--- src/rtl/core/hlw_pkg.sv ---
`default_nettype none

package hlw_pkg;

    localparam int unsigned CFG_ADDR_W = 3;
    localparam int unsigned CFG_DATA_W = 32;

    localparam logic [7:0]  MISS_THRESHOLD_RST = 8'd3;
    localparam logic [19:0] MAX_BACKOFF_RST    = 20'd30000;
    localparam logic [19:0] BACKOFF_START_MS   = 20'd1000;
    localparam logic [62:0] RTT_LIMIT_NS       = 63'd2000000000;
    localparam logic [7:0]  MISS_SATURATE      = 8'd255;

    typedef enum logic [0:0] {
        REG_MISS_THRESHOLD = 1'b0,
        REG_MAX_BACKOFF    = 1'b1
    } t_reg_idx;

    typedef enum logic [1:0] {
        CMD_START = 2'd0,
        CMD_PONG  = 2'd1,
        CMD_END   = 2'd2
    } t_cmd;

    typedef enum logic [2:0] {
        ST_STARTED      = 3'd0,
        ST_PONG_KEPT    = 3'd1,
        ST_PONG_DROPPED = 3'd2,
        ST_ANSWERED     = 3'd3,
        ST_MISSED       = 3'd4,
        ST_RESET_OK     = 3'd5,
        ST_RECONNECT_OK = 3'd6,
        ST_FAILED       = 3'd7
    } t_status;

    typedef struct packed {
        logic [1:0]  command;
        logic [62:0] ping_stamp;
        logic [62:0] local_time;
        logic        reset_ok;
        logic        reconnect_ok;
    } t_in_beat;

    typedef struct packed {
        logic [2:0]  status;
        logic        link_down;
        logic [7:0]  missed_count;
        logic [31:0] reconnect_count;
        logic [19:0] wait_ms;
        logic [30:0] last_rtt;
        logic [30:0] min_rtt;
    } t_out_beat;

    typedef struct packed {
        logic [7:0]  miss_threshold;
        logic [19:0] max_backoff_ms;
    } t_cfg;

endpackage

`default_nettype wire

--- src/rtl/core/hlw_cfg_regs.sv ---
`default_nettype none

module hlw_cfg_regs import hlw_pkg::*; (
    input  wire logic                  i_clk,
    input  wire logic                  i_rst_n,
    input  wire logic                  psel,
    input  wire logic                  penable,
    input  wire logic                  pwrite,
    input  wire logic [CFG_ADDR_W-1:0] paddr,
    input  wire logic [CFG_DATA_W-1:0] pwdata,
    output logic      [CFG_DATA_W-1:0] prdata,
    output logic                       pready,
    output t_cfg                       o_cfg
);

    logic [7:0]  r_miss_threshold;
    logic [19:0] r_max_backoff_ms;
    logic        wr_en;
    t_reg_idx    reg_idx;

    assign pready  = 1'b1;
    assign wr_en   = psel && penable && pwrite;
    assign reg_idx = t_reg_idx'(paddr[2]);

    always_ff @(posedge i_clk) begin
        if (!i_rst_n) begin
            r_miss_threshold <= MISS_THRESHOLD_RST;
            r_max_backoff_ms <= MAX_BACKOFF_RST;
        end else if (wr_en) begin
            case (reg_idx)
                REG_MISS_THRESHOLD: r_miss_threshold <= pwdata[7:0];
                REG_MAX_BACKOFF:    r_max_backoff_ms <= pwdata[19:0];
                default:            r_miss_threshold <= r_miss_threshold;
            endcase
        end
    end

    always_comb begin
        case (reg_idx)
            REG_MISS_THRESHOLD: prdata = {24'd0, r_miss_threshold};
            REG_MAX_BACKOFF:    prdata = {12'd0, r_max_backoff_ms};
            default:            prdata = '0;
        endcase
    end

    assign o_cfg.miss_threshold = r_miss_threshold;
    assign o_cfg.max_backoff_ms = r_max_backoff_ms;

endmodule

`default_nettype wire

--- src/rtl/core/hlw_core.sv ---
`default_nettype none

module hlw_core import hlw_pkg::*; (
    input  wire logic      i_clk,
    input  wire logic      i_rst_n,
    input  wire logic      i_fire,
    input  wire t_in_beat  i_beat,
    input  wire t_cfg      i_cfg,
    output t_out_beat      o_beat
);

    logic        r_pong_seen;
    logic [7:0]  r_miss_count;
    logic        r_down_flag;
    logic [19:0] r_backoff_ms;
    logic [31:0] r_recovery_count;
    logic [30:0] r_last_rtt;
    logic [30:0] r_min_rtt;

    logic        n_pong_seen;
    logic [7:0]  n_miss_count;
    logic        n_down_flag;
    logic [19:0] n_backoff_ms;
    logic [31:0] n_recovery_count;
    logic [30:0] n_last_rtt;
    logic [30:0] n_min_rtt;

    logic [63:0] rtt_diff;
    logic        rtt_drop;
    logic [30:0] rtt;
    logic [7:0]  miss_inc;
    logic [20:0] doubled;
    logic [19:0] backoff_next;
    t_status     status;
    logic [19:0] wait_ms;

    // round trip with borrow in the top bit
    assign rtt_diff = {1'b0, i_beat.local_time} - {1'b0, i_beat.ping_stamp};
    assign rtt_drop = rtt_diff[63] || (rtt_diff[62:0] > RTT_LIMIT_NS);
    assign rtt      = rtt_diff[30:0];
    assign miss_inc = (r_miss_count == MISS_SATURATE) ? MISS_SATURATE : r_miss_count + 8'd1;
    assign doubled  = {r_backoff_ms, 1'b0};
    assign backoff_next = (doubled < {1'b0, i_cfg.max_backoff_ms})
                          ? doubled[19:0] : i_cfg.max_backoff_ms;

    always_comb begin
        n_pong_seen      = r_pong_seen;
        n_miss_count     = r_miss_count;
        n_down_flag      = r_down_flag;
        n_backoff_ms     = r_backoff_ms;
        n_recovery_count = r_recovery_count;
        n_last_rtt       = r_last_rtt;
        n_min_rtt        = r_min_rtt;
        status           = ST_STARTED;
        wait_ms          = '0;
        case (t_cmd'(i_beat.command))
            CMD_START: begin
                n_pong_seen = 1'b0;
                status      = ST_STARTED;
            end
            CMD_PONG: begin
                if (rtt_drop) begin
                    status = ST_PONG_DROPPED;
                end else begin
                    n_last_rtt  = rtt;
                    if ((r_min_rtt == '0) || (rtt < r_min_rtt)) begin
                        n_min_rtt = rtt;
                    end
                    n_pong_seen = 1'b1;
                    status      = ST_PONG_KEPT;
                end
            end
            CMD_END: begin
                if (r_pong_seen) begin
                    n_miss_count = '0;
                    n_backoff_ms = BACKOFF_START_MS;
                    n_down_flag  = 1'b0;
                    status       = ST_ANSWERED;
                end else if (miss_inc < i_cfg.miss_threshold) begin
                    n_miss_count = miss_inc;
                    status       = ST_MISSED;
                end else begin
                    n_recovery_count = r_recovery_count + 32'd1;
                    n_miss_count     = '0;
                    if (i_beat.reset_ok || i_beat.reconnect_ok) begin
                        n_down_flag  = 1'b0;
                        n_backoff_ms = BACKOFF_START_MS;
                        status       = i_beat.reset_ok ? ST_RESET_OK : ST_RECONNECT_OK;
                    end else begin
                        n_down_flag  = 1'b1;
                        wait_ms      = r_backoff_ms;
                        n_backoff_ms = backoff_next;
                        status       = ST_FAILED;
                    end
                end
            end
            default: begin
                status = ST_STARTED;
            end
        endcase
    end

    always_ff @(posedge i_clk) begin
        if (!i_rst_n) begin
            r_pong_seen      <= 1'b0;
            r_miss_count     <= '0;
            r_down_flag      <= 1'b0;
            r_backoff_ms     <= BACKOFF_START_MS;
            r_recovery_count <= '0;
            r_last_rtt       <= '0;
            r_min_rtt        <= '0;
        end else if (i_fire) begin
            r_pong_seen      <= n_pong_seen;
            r_miss_count     <= n_miss_count;
            r_down_flag      <= n_down_flag;
            r_backoff_ms     <= n_backoff_ms;
            r_recovery_count <= n_recovery_count;
            r_last_rtt       <= n_last_rtt;
            r_min_rtt        <= n_min_rtt;
        end
    end

    assign o_beat.status          = status;
    assign o_beat.link_down       = n_down_flag;
    assign o_beat.missed_count    = n_miss_count;
    assign o_beat.reconnect_count = n_recovery_count;
    assign o_beat.wait_ms         = wait_ms;
    assign o_beat.last_rtt        = n_last_rtt;
    assign o_beat.min_rtt         = n_min_rtt;

endmodule

`default_nettype wire

--- src/rtl/core/heartbeat_link_watchdog_top.sv ---
`default_nettype none

// Heartbeat link watchdog. Each input beat carries one event (round start, pong,
// round end) and yields one result beat, which passes through the input register
// and then the result register; the block takes one beat per cycle while the
// output is not stalled, with the state update between the two registers. Command
// code 3 is accepted and dropped with no result. The result register lets a new
// beat enter while a finished result is stalled; o_in_stall rises only when both
// registers are full and the output is stalled. Configuration (miss threshold at
// byte address 0, backoff cap at byte address 4) is to be written by the user through
// the APB port while the block is idle; the block itself does not enforce this.
module heartbeat_link_watchdog_top import hlw_pkg::*; (
    input  wire logic                  i_clk,
    input  wire logic                  i_rst_n,
    input  wire logic                  i_in_valid,
    output logic                       o_in_stall,
    input  wire t_in_beat              i_in_beat,
    output logic                       o_out_valid,
    input  wire logic                  i_out_stall,
    output t_out_beat                  o_out_beat,
    input  wire logic                  psel,
    input  wire logic                  penable,
    input  wire logic                  pwrite,
    input  wire logic [CFG_ADDR_W-1:0] paddr,
    input  wire logic [CFG_DATA_W-1:0] pwdata,
    output logic      [CFG_DATA_W-1:0] prdata,
    output logic                       pready
);

    t_cfg      cfg;
    t_in_beat  r_in_beat;
    logic      r_in_vld;
    logic      n_in_vld;
    t_out_beat r_out_beat;
    logic      r_out_vld;
    logic      n_out_vld;
    t_out_beat step_beat;
    logic      stage_fire;
    logic      in_accept;
    logic      cmd_ok;

    hlw_cfg_regs u_cfg (
        .i_clk   (i_clk),
        .i_rst_n (i_rst_n),
        .psel    (psel),
        .penable (penable),
        .pwrite  (pwrite),
        .paddr   (paddr),
        .pwdata  (pwdata),
        .prdata  (prdata),
        .pready  (pready),
        .o_cfg   (cfg)
    );

    hlw_core u_core (
        .i_clk   (i_clk),
        .i_rst_n (i_rst_n),
        .i_fire  (stage_fire),
        .i_beat  (r_in_beat),
        .i_cfg   (cfg),
        .o_beat  (step_beat)
    );

    assign stage_fire = r_in_vld && (!r_out_vld || !i_out_stall);
    assign o_in_stall = r_in_vld && !stage_fire;
    assign in_accept  = i_in_valid && !o_in_stall;
    assign cmd_ok     = (i_in_beat.command == CMD_START) || (i_in_beat.command == CMD_PONG)
                        || (i_in_beat.command == CMD_END);

    always_comb begin
        if (in_accept) begin
            n_in_vld = cmd_ok;
        end else if (stage_fire) begin
            n_in_vld = 1'b0;
        end else begin
            n_in_vld = r_in_vld;
        end
        if (stage_fire) begin
            n_out_vld = 1'b1;
        end else if (!i_out_stall) begin
            n_out_vld = 1'b0;
        end else begin
            n_out_vld = r_out_vld;
        end
    end

    always_ff @(posedge i_clk) begin
        if (!i_rst_n) begin
            r_in_vld  <= 1'b0;
            r_out_vld <= 1'b0;
        end else begin
            r_in_vld  <= n_in_vld;
            r_out_vld <= n_out_vld;
        end
    end

    always_ff @(posedge i_clk) begin
        if (in_accept) begin
            r_in_beat <= i_in_beat;
        end
        if (stage_fire) begin
            r_out_beat <= step_beat;
        end
    end

    assign o_out_valid = r_out_vld;
    assign o_out_beat  = r_out_beat;

`ifndef SYNTHESIS
    a_fail_is_down: assert property (@(posedge i_clk) disable iff (!i_rst_n)
        (o_out_valid && (o_out_beat.status == ST_FAILED)) |-> o_out_beat.link_down)
        else $error("failed recovery without link down");

    a_wait_only_on_fail: assert property (@(posedge i_clk) disable iff (!i_rst_n)
        (o_out_valid && (o_out_beat.status != ST_FAILED)) |-> (o_out_beat.wait_ms == '0))
        else $error("backoff wait reported without failure");

    a_missed_nonzero: assert property (@(posedge i_clk) disable iff (!i_rst_n)
        (o_out_valid && (o_out_beat.status == ST_MISSED)) |-> (o_out_beat.missed_count != '0))
        else $error("missed round with zero miss count");

    a_stall_when_full: assert property (@(posedge i_clk) disable iff (!i_rst_n)
        o_in_stall |-> (r_in_vld && r_out_vld && i_out_stall))
        else $error("input stalled with room in the pipeline");
`endif

endmodule

`default_nettype wire

--- config.mk ---
export PLATFORM = sky130hd
export DESIGN_NAME = heartbeat_link_watchdog_top
export DESIGN_NICKNAME = d
export VERILOG_FILES = /design/src/rtl/core/hlw_pkg.sv /design/src/rtl/core/hlw_cfg_regs.sv /design/src/rtl/core/hlw_core.sv /design/src/rtl/core/heartbeat_link_watchdog_top.sv
export SDC_FILE = /design/constraint.sdc
export NUM_CORES = 1
export LEC_CHECK = 0
export BUFFER_PORTS_ARGS = -buffer_cell sky130_fd_sc_hd__buf_4
export CORE_MARGIN = 5
export CORE_UTILIZATION = 48
export CTS_BUF_LIST = sky130_fd_sc_hd__clkbuf_2
export DETAILED_ROUTE_END_ITERATION = 12
export PLACE_DENSITY = 0.75
export RECOVER_POWER = 25
export SLEW_MARGIN = 20
export SYNTH_ARGS = -nofsm -noshare
export SYNTH_HDL_FRONTEND = slang
export SYNTH_SLANG_ARGS = --single-unit
--- constraint.sdc ---
create_clock -name i_clk -period 5.42 [get_ports i_clk]
set_clock_uncertainty 0.15 [all_clocks]
set_input_delay 0.813 -clock i_clk [delete_from_list [all_inputs] [get_ports i_clk]]
set_output_delay 0.813 -clock i_clk [all_outputs]
set_load 0.01 [all_outputs]
==> results.md <==
- Outcome: complete, but fails checks
- Violated checks: capacitance limit, slew limit
- Most common cell in the synthesized netlist: nand2_1
- Clock slew at the register clock pins of the worst setup and hold paths: 110 ps
- Startpoint Class: flop
- Post-synthesis mux area share: 6.294%
- Die Footprint: 0.05088 mm2
- Post-synth EDFFs: 256
- Net count, final: 3090
- Ranking of synthesized cells by area: edfxtp_1, dfxtp_1, ha_1, nand2_1, mux2i_1
- F_max: 191.6 MHz
- Root Driver: clkbuf_2
- Critical Path Source: r_in_beat[4]
- Starting Density: 48.21%
- Area fraction in compound gates after synthesis: 12.97%
- Area of placed instances: 0.02539 mm2
- Reg2reg setup slack: 200 ps
- Tmin final: 5220 ps
- Seq cells post-synth: 410
- Final hold vios: 0
- Cell count after synthesis: 2256
- Detail Placement HPWL: 46940 um
- Die H: 225.6 um
- Largest family of logic cells by synthesized area: simple AND/OR/NAND/NOR gates
- Via count: 19140
- Die W: 225.6 um
- Element type at the critical path end: flop
- Routed len/inst: 18.96 um
- TritonCTS Buffers: 103
- Layout cells sized above 1: 19.57%
- Worst-case reg-to-reg path depth: 15
- Commonest cells in the netlist: nand2_1, edfxtp_1, inv_1
- Clock Path Buffers: 3
- Pins Over Slew Limit: 118
- Internal: 4.905 mW
- R2R Path Start: r_in_beat[4]
- Max-cap viol count: 1
- Hold Path Stages: 2
- XOR/XNOR share of the synthesized area: 3.568%
- CP arrival: 5910 ps
- Leakage power: 11.54 nW
- Critical Path RT: 6110 ps
- DR iter-0 viols: 1643
- Warning count from the yosys run: 0
- Tightest Pin Transition: 2853 ps
- Unique masters post-synth: 85
- Synth Flop Type: edfxtp_1
- Sw frac: 31.20%
- PnR Total Power: 7.130 mW
- Critical path class: reg2reg
- Vias in the first global route: 19250
- Capture point of the worst reg-to-reg path: o_out_beat[15]
- Synth Area in Simple Gates: 16.86%
- Synth Area in Adders: 7.046%
- Final period utilization: 96.31%
- Initial antenna violation count: 2
- Post-Syn Area per Cell: 9.886 um2
- Hold path start: i_rst_n
- Final Cell Area: 0.02811 mm2
- CTS tree: yes
- Clock network power share: 30.3%
- Vias/cell: 5.491
- Seq pwr share: 48.9%
- Finished Layout Cells: 3486
- Fill count: 3837
- Comb pwr share: 20.8%
- Sequential share of the synthesized area: 48.29%
- Largest area contributor in the netlist: edfxtp_1
- Num ports: 333
- Clock Latency Late Sink: 1100 ps
- Buffers on Ports: 305
- Endpoint, Worst Hold: u_cfg.r_max_backoff_ms[5]
- Global-route wire length before repair: 102400 um
- Worst VDD drop: 0.1959 mV
- Top-area cell type share of the netlist area: 34.47%
- # placed instances: 3127
- Switching pwr: 2.224 mW
- RD Place Congestion: 0.8942
- Pwr/cell area: 253.6 mW/mm2
- Detailed Route WL: 66090 um
- Num rows: 79
- Final Setup Violations: 0
- Clk sinks: 410
- DRT antenna net count: 0
- Largest net degree at the start of global routing: 118
- Type of the worst min-delay path: in2reg
- GRT Util Overall: 25.18%
- Remaining Overflow, GRT: 0
- H-tree depth: 3
- Asr flop ratio synth: 0%
- Initial DRT Pass Iterations: 8
- Core Region: 0.04626 mm2
- Worst-path maximum fanout: 15
- DRC violation count after routing: 0
- Synth-to-Final Area Change: 26.02%
- Slew HR: -90.19%
- Synthesized cell area: 0.02230 mm2
kinds of logic (layout without fill, tap and decap cells):
logic type,Yosys count,count (layout)
AOI/OAI and AO/OA,443,443
DFF,410,410
buffers and inverters,275,885
other,2,15
muxes,133,133
xor gates and xnor gates,90,90
adders and majority gates,125,125
and+or+nand+nor,778,778
state kept, by name, summed over array words and instances (netlist names):
name and count:
u_core.r_down_flag 1, u_core.r_last_rtt 31, u_core.r_miss_count 8, u_cfg.r_miss_threshold 8
u_core.r_pong_seen 1, u_cfg.r_max_backoff_ms 20, o_out_valid 1, r_in_beat 130
r_in_vld 1, u_core.r_backoff_ms 20, u_core.r_min_rtt 31, o_out_beat 126
u_core.r_recovery_count 32
through the flow:
step	setup slack, ps	util, %	hold slack [ps]	setup TNS [ps]
after floorplan	374.7	-	285.3	0
after global placement	162.9	54.89	292.9	0
after detailed placement	116.5	54.89	302.9	0
after CTS	66.85	60.54	0.8443	0
after global routing	-10.51	60.76	90.60	-10.51
final	200.2	60.76	129.0	0
critical path: stages (launching register included):
cell and delay [ps]:
edfxtp_1 370, ha_1 400, a21oi_2 260, a21oi_1 140
o21ai_0 420, nand3_1 160, xor2_1 200, or4b_1 520
o311a_1 370, a2111o_1 440, a2111o_1 460, nor4b_4 300
nand3b_1 110, buf_4 180, clkbuf_16 200, mux2_1 320
power by group through the flow:
| stage | logic (mW) | clock network [mW] | registers, mW |
|---|---|---|---|
| finish | 1.48 | 2.16 | 3.49 |
| global route | 1.62 | 2.42 | 3.50 |
| CTS | 1.46 | 2.22 | 3.48 |
| detailed placement | 1.36 | 0 | 3.55 |
| global placement | 1.34 | 0 | 3.55 |
| floorplan | 0.788 | 0 | 3.57 |
cells in the final DEF (no fill, tap or decap), types with 61 or more instances in the layout:
cell type	count
nand2_1	303
edfxtp_1	256
buf_4	223
inv_1	170
dlygate4sd3_1	163
clkbuf_2	156
dfxtp_1	154
nor2_1	138
ha_1	122
clkbuf_4	121
a21oi_1	112
o21ai_0	104
mux2i_1	75
nand4_1	61
area by class of cell:
cell class | instances | area [um2] | area share (%)
diodes | 2 | 5.005 | 0.01781
clock buffers | 155 | 775.7 | 2.760
well taps | 607 | 759.5 | 2.702
multi-input cells | 1582 | 10570 | 37.60
repair buffers | 525 | 4374 | 15.56
clock inverters | 34 | 207.7 | 0.7389
inverters | 171 | 646.9 | 2.301
flip-flops and latches | 410 | 10770 | 38.32
routing by layer:
| layer | track usage (%) | share of wire (%) |
|---|---|---|
| met5 | 0 | 0 |
| met3 | 4.637 | 6.5 |
| met2 | 42.61 | 49 |
| met4 | 9.098 | 2.9 |
| met1 | 32.46 | 42 |
how the worst max path moves through the flow:
| stage | cells past startpoint | end | slack [ps] |
|---|---|---|---|
| 3_3_place_gp | 18 | o_out_beat[6] | 160 |
| 6_report | 15 | o_out_beat[15] | 200 |
| 4_1_cts | 18 | o_out_beat[26] | 70 |
| 3_5_place_dp | 18 | o_out_beat[28] | 120 |
| 2_1_floorplan | 17 | o_out_beat[1] | 370 |
| 5_1_grt | 18 | o_out_beat[26] | -10 |
timing repair:
item                       CTS  global route
hold endpoints to repair   170             0
setup buffers                0             3
setup endpoints to repair    0            91
gates resized for setup      0            21
hold buffers               163             0
(Power assumes the default switching activity.)
